==> src/sv/brq_pkg.sv <==
package brq_pkg;

   localparam int CNT_W = 11;

   // Operation codes of an input word.
   localparam logic [1:0] OP_WRITE = 2'd0;
   localparam logic [1:0] OP_READ  = 2'd1;
   localparam logic [1:0] OP_CLEAR = 2'd2;
   localparam logic [1:0] OP_QUERY = 2'd3;

   // Result kinds.
   localparam logic [1:0] KIND_STATUS = 2'd0;
   localparam logic [1:0] KIND_BYTE   = 2'd1;
   localparam logic [1:0] KIND_COUNT  = 2'd2;

   // Write block status codes.
   localparam logic [1:0] WS_OK        = 2'd0;
   localparam logic [1:0] WS_OVERFLOW  = 2'd1;
   localparam logic [1:0] WS_TOO_LARGE = 2'd2;

   typedef struct packed {
      logic [1:0]  op;
      logic [7:0]  data_byte;
      logic        block_first;
      logic [10:0] block_length;
      logic [6:0]  read_limit;
   } req_type;

   typedef struct packed {
      logic [1:0]  result_kind;
      logic [1:0]  write_status;
      logic [7:0]  read_byte;
      logic        byte_valid;
      logic        last;
      logic [10:0] used_count;
   } rsp_type;

   typedef enum logic {
      S_IDLE,
      S_READ
   } ctrl_state_type;

   // Capacity register as seen by the controller.
   typedef struct packed {
      logic             wr;
      logic [CNT_W-1:0] cap;
   } cfg_type;

   // Result word handed to the output queue.
   typedef struct packed {
      logic    valid;
      rsp_type word;
   } push_type;

   // Output queue room, registered and including a pop in this cycle.
   typedef struct packed {
      logic has_room;
      logic room_now;
   } oq_stat_type;

endpackage

==> src/sv/brq_outq.sv <==
module brq_outq (
   input  logic                  clock,
   input  logic                  reset,
   input  brq_pkg::push_type     push,
   output brq_pkg::oq_stat_type  stat,
   output logic                  rsp_valid,
   input  logic                  rsp_ready,
   output brq_pkg::rsp_type      rsp_data
);

   import brq_pkg::*;

   rsp_type    slot0_ff, slot0_in;
   rsp_type    slot1_ff, slot1_in;
   logic [1:0] fill_ff, fill_in;
   logic       pop;

   assign rsp_valid     = (fill_ff != 2'd0);
   assign rsp_data      = slot0_ff;
   assign pop           = rsp_valid && rsp_ready;
   assign stat.has_room = (fill_ff != 2'd2);
   assign stat.room_now = (fill_ff != 2'd2) || rsp_ready;

   always_comb begin
      slot0_in = slot0_ff;
      slot1_in = slot1_ff;
      fill_in  = fill_ff;
      if (pop && push.valid) begin
         if (fill_ff == 2'd1) begin
            slot0_in = push.word;
         end else begin
            slot0_in = slot1_ff;
            slot1_in = push.word;
         end
      end else if (pop) begin
         slot0_in = slot1_ff;
         fill_in  = fill_ff - 2'd1;
      end else if (push.valid) begin
         if (fill_ff == 2'd0) begin
            slot0_in = push.word;
         end else begin
            slot1_in = push.word;
         end
         fill_in = fill_ff + 2'd1;
      end
   end

   always_ff @(posedge clock) begin
      slot0_ff <= slot0_in;
      slot1_ff <= slot1_in;
      if (reset) begin
         fill_ff <= 2'd0;
      end else begin
         fill_ff <= fill_in;
      end
   end

endmodule

==> config.mk <==
export PLATFORM = sky130hd
export DESIGN_NAME = brq_outq
export DESIGN_NICKNAME = d
export VERILOG_FILES = /design/src/sv/brq_pkg.sv /design/src/sv/brq_outq.sv
export SDC_FILE = /design/constraint.sdc
export NUM_CORES = 1
export LEC_CHECK = 0
export BUFFER_PORTS_ARGS = -buffer_cell sky130_fd_sc_hd__buf_2
export CAP_MARGIN = 5
export CORE_MARGIN = 2
export CORE_UTILIZATION = 30
export CTS_CLUSTER_SIZE = 28
export DETAILED_ROUTE_END_ITERATION = 8
export PLACE_DENSITY_LB_ADDON = 0.3
export SYNTH_ARGS = -nofsm -noshare
export SYNTH_HDL_FRONTEND = slang
export SYNTH_SLANG_ARGS = --single-unit
==> constraint.sdc <==
create_clock -name clock -period 3.05 [get_ports clock]
set_input_delay 0.4575 -clock clock [delete_from_list [all_inputs] [get_ports clock]]
set_output_delay 0.4575 -clock clock [all_outputs]
set_load 0.02 [all_outputs]
== Word level (Yosys, flattened, before mapping) ==
Cells that the tools add are included.
Word-level totals
  register bits: 52
  bits in latches: 0
  memory bits (writable): 0
  bits in read-only memories: 0
  output and inout port bits: 28
  logic and storage cells: 45
  memories: 0
Operators by class
  add/subtract/negate cells: 2
  $mul: 0
  div/mod/pow operators: 0
  order comparisons: 0
  equality and inequality tests: 5
  shift operators: 0
  muxes and demuxes: 12
  bitwise logic cells: 1
  reduce and logical (&&, ||, !) cells: 12
Operators with widths (count)
  25-bit two-way mux: 10
  2-bit != test (second input constant): 3
  2-bit nonzero test: 3
  3-bit nonzero test: 2
  2-bit two-way mux: 2
  2-bit AND reduction: 2
  4-bit AND reduction: 1
  2-bit by 1-bit adder with 2-bit output (second input constant): 1
  2-bit by 1-bit equality test with 1-bit output (second input constant): 1
  1-bit logical AND: 2
  2-bit zero test: 1
  2-bit by 1-bit != test with 1-bit output (second input constant): 1
  2-bit by 1-bit subtractor with 2-bit output (second input constant): 1
  1-bit logical OR: 1
  1-bit inverter: 1

== Depth between registers and ports, before layout ==
  depth in word-level cells: 5
  mapped depth: 8
  gate-level depth less buffers: 7

== Least setup slack after synthesis ==
Ideal clock, no wire load.
  path kind: register to register
  start: register fill_ff[0]
  end: register slot1_ff[0] (netlist bit) (enable)
  data arrival time: 2394 ps
  required time: 2643 ps
  slack: 250 ps
  cell stages (with the launch flop): 8
  path buffers: 0
  period minus slack after synthesis: 2800 ps
  cells stage by stage: dfxtp_1 -> inv_1 -> ha_1 -> nor2b_4 -> ha_1 -> nor2b_1 -> a31oi_1 -> nor2_1
On the way
  word-level cells in the longest chain between the ends: 5
  elaborated cells on any way between the ends: 10
  classes of those cells: eq/ne: 4; reduce/logical: 6
RTL lines
  from (decl): RTL line brq_outq.sv:15  | logic [1:0] fill_ff, fill_in;
  from (signal assigned): RTL line brq_outq.sv:54  | fill_ff <= fill_in;
  2-bit nonzero test: RTL line brq_outq.sv:18  | assign rsp_valid = (fill_ff != 2'd0);
  1-bit logical AND: RTL line brq_outq.sv:20  | assign pop = rsp_valid && rsp_ready;
  1-bit logical AND: RTL line brq_outq.sv:28  | if (pop && push.valid) begin
  2-bit != test (no line) (tied with other cells)
  4-bit AND reduction (no line) (*)
  to (signal assigned): RTL line brq_outq.sv:50  | slot1_ff <= slot1_in;
  to (decl): RTL line brq_outq.sv:14  | rsp_type slot1_ff, slot1_in;
Mark *: on every way between the ends. The rest lies on a longest branch, timed or not.
A chain may end at the register's enable or synchronous reset.

==> impl_metrics.toml <==
[run_status]
status = "complete, no violations"

[sta]
hold_viol_final = 0
slew_viol_final = 0
setup_viol = 0
rsz0062_at_grt = "false"
tightest_slew_ps = 584
fin_skew_ps = 4.11
slew_headroom_pct = 61.0
min_period_over_period_pct = 76.8
setup_tns_ps = 0
fmax_mhz = 427
layout_min_cycle_time_ps = 2340

[grt]
grt_pass1_vias = 1129
antenna_found_initial = 0
grt_pass1_wl_um = 5500
grt-ovfl-total = 0
gr-usage-all-layers_pct = 9.62
grt_start_max_net_pins = 26

[floorplanning]
io_pins = 57
start_util_pct = 31.0
placementRows = 30
die_x_um = 88.0
core_mm2 = 0.00683
fp.dieH_um = 88.0
dieArea_mm2 = 0.00775

[clock_tree]
cts_resized = 0
holdBufCountCts = 0
clock_sinks = 52
post_cts_buffers = 0
worst_skew_pair.late_latency_ps = 300
cts.htree.levels = 2
cts_buffers = 5
clk_pin_slew_ps = 80
cts_tree = "done"
clockRootBuffer = "clkbuf_8"
cts_buffer_depth = 2

[final_layout]
finish.utilization_pct = 38.5
drive_gt1_share_pct = 57.2
syn2layout_area_growth_pct = 24.3
nets = 200
diodes = 0

[logic_synthesis]
synth_cell_types = 17
synthCells = 102
synth_nets = 136
synth_top_cell_by_area = "edfxtp_1"
synth_top_area_share_pct = 70.9
synth_area_leaders = "edfxtp_1 (71%), mux2_4 (14%), ha_1 (3.0%)"
synth_area_per_cell_um2 = 20.8
synth-seq-cells = 52
yosysSeqAreaShare_pct = 72.8
yosysWarnings = 0
synthesis.area_mm2 = 0.00212

[power_and_ir_drop]
swShare_pct = 32.1
irDropWorstVdd_uv = 499
power_frac_comb_pct = 36.4
power.internal_mw = 1.90
power_leakage_nw = 1.09
power_switching_mw = 0.898
pwr-share-seq_pct = 44.5
p_per_area_mw_per_mm2 = 1060
p_clk_share_pct = 19.1

[route]
dr.pass1.iters = 4
avgRoutedWirePerCell_um = 13.8
via_count = 1057
ant_nets = 0
viasPerCell = 4.03
drt-initial-drc-count = 42
drc = 0
routed_wl_um = 3620

[critical_path]
r2r-start = "fill_ff[0]"
cp-startpoint = "fill_ff[0]"
path_class = "flop to flop"
critPathCaptureType = "flop"
critical_path_arrival_ps = 2390
cp.required_ps = 3100
path_max_fanout = 25
cp-start-kind = "flop"
reg2reg_depth = 8

[hold_path]
whs_path_depth = 2
hp-start = "reset"
hp-class = "primary input to flop"

[placement]
gp_congestion = 0.679
dp_hpwl_um = 2690
io_buffers = 56

[run]
cap_violations = 0
## cell usage after synthesis
library cell and count:
a21o_2 1, a21oi_1 1, a21oi_4 1, a31oi_1 1, buf_12 2, dfxtp_1 2, edfxtp_1 50, ha_1 5
inv_1 6, mux2_2 5, mux2_4 20, nand2b_1 1, nor2_1 2, nor2b_1 1, nor2b_4 1, o21a_1 1
xor2_1 2
## logic make-up (layout without fill, tap and decap cells)
family / after synthesis / in the layout / share of synthesized area [%]
flops: 52 / 52 / 72.8
mux: 25 / 25 / 16.8
buf+inv: 8 / 72 / 2.95
fa+ha+maj: 5 / 5 / 2.95
compound gates: 5 / 5 / 2.07
simple gates: 5 / 5 / 1.60
xor+xnor: 2 / 2 / 0.827
## flip-flops by register name (all words and copies together) (netlist names)
register and cells:
rsp_data 25, slot1_ff 25, fill_ff 2
## critical path: stages, from the launching register on
cell	delay (ps)
dfxtp_1	370
inv_1	80
ha_1	250
nor2b_4	210
ha_1	190
inv_1	70
a21oi_4	110
buf_4	390
mux2_2	390
## metal layers
metal  part of all wire [%]  up-vias  track usage [%]  wire [um]
li1                       -      509                -          -
met1                     43      504             11.1       1570
met2                     49       38             16.5       1760
met3                    6.7        6             3.58        241
met4                    1.3        0             3.31         46
met5                      0        -                0          0
## final cells by class
type                    instances  area [um2]
inverters                       6        22.5
multi-input cells              42         517
well taps                      96         120
clock buffers                   5        68.8
repair buffers                 59         303
flip-flops and latches         52        1540
clock inverters                 2        60.1
fillers                       676        4200
## power groups by stage
stage	combinational [mW]	sequential [mW]	clock, mW
finish	1.02	1.24	0.534
global route	1.09	1.27	0.577
CTS	1.04	1.25	0.548
detailed placement	1.04	1.27	0
global placement	1.01	1.25	0
floorplan	0.547	1.47	0
## cell usage in the layout (no fill, tap or decap), types with 2 or more instances in the layout
master	synthesis	final
inv_1	6	6
dfxtp_1	2	2
mux2_2	5	5
mux2_4	20	20
buf_4	0	3
xor2_1	2	2
bufinv_16	0	2
buf_2	0	56
ha_1	5	5
edfxtp_1	50	50
clkbuf_8	0	5
## metrics by stage
step	cells	hold WS [ps]	cell area, um2	power, mW	setup slack (ps)
after floorplan	102	504	2120	2.02	250
after global placement	255	517	2500	2.26	815
after detailed placement	255	535	2500	2.30	706
after CTS	262	315	2630	2.84	702
after global routing	262	315	2630	2.94	599
final	262	325	2630	2.80	707
## path summary, 6_finish.rpt
| path | endpoint | slack [ps] |
|---|---|---|
| hold / removal | fill_ff[0] | 330 |
| setup reg to reg | rsp_data[3] | 710 |
| setup / recovery | rsp_data[3] | 710 |
| hold reg to reg | rsp_data[6] | 550 |
Power figures use the tool's default switching activity.
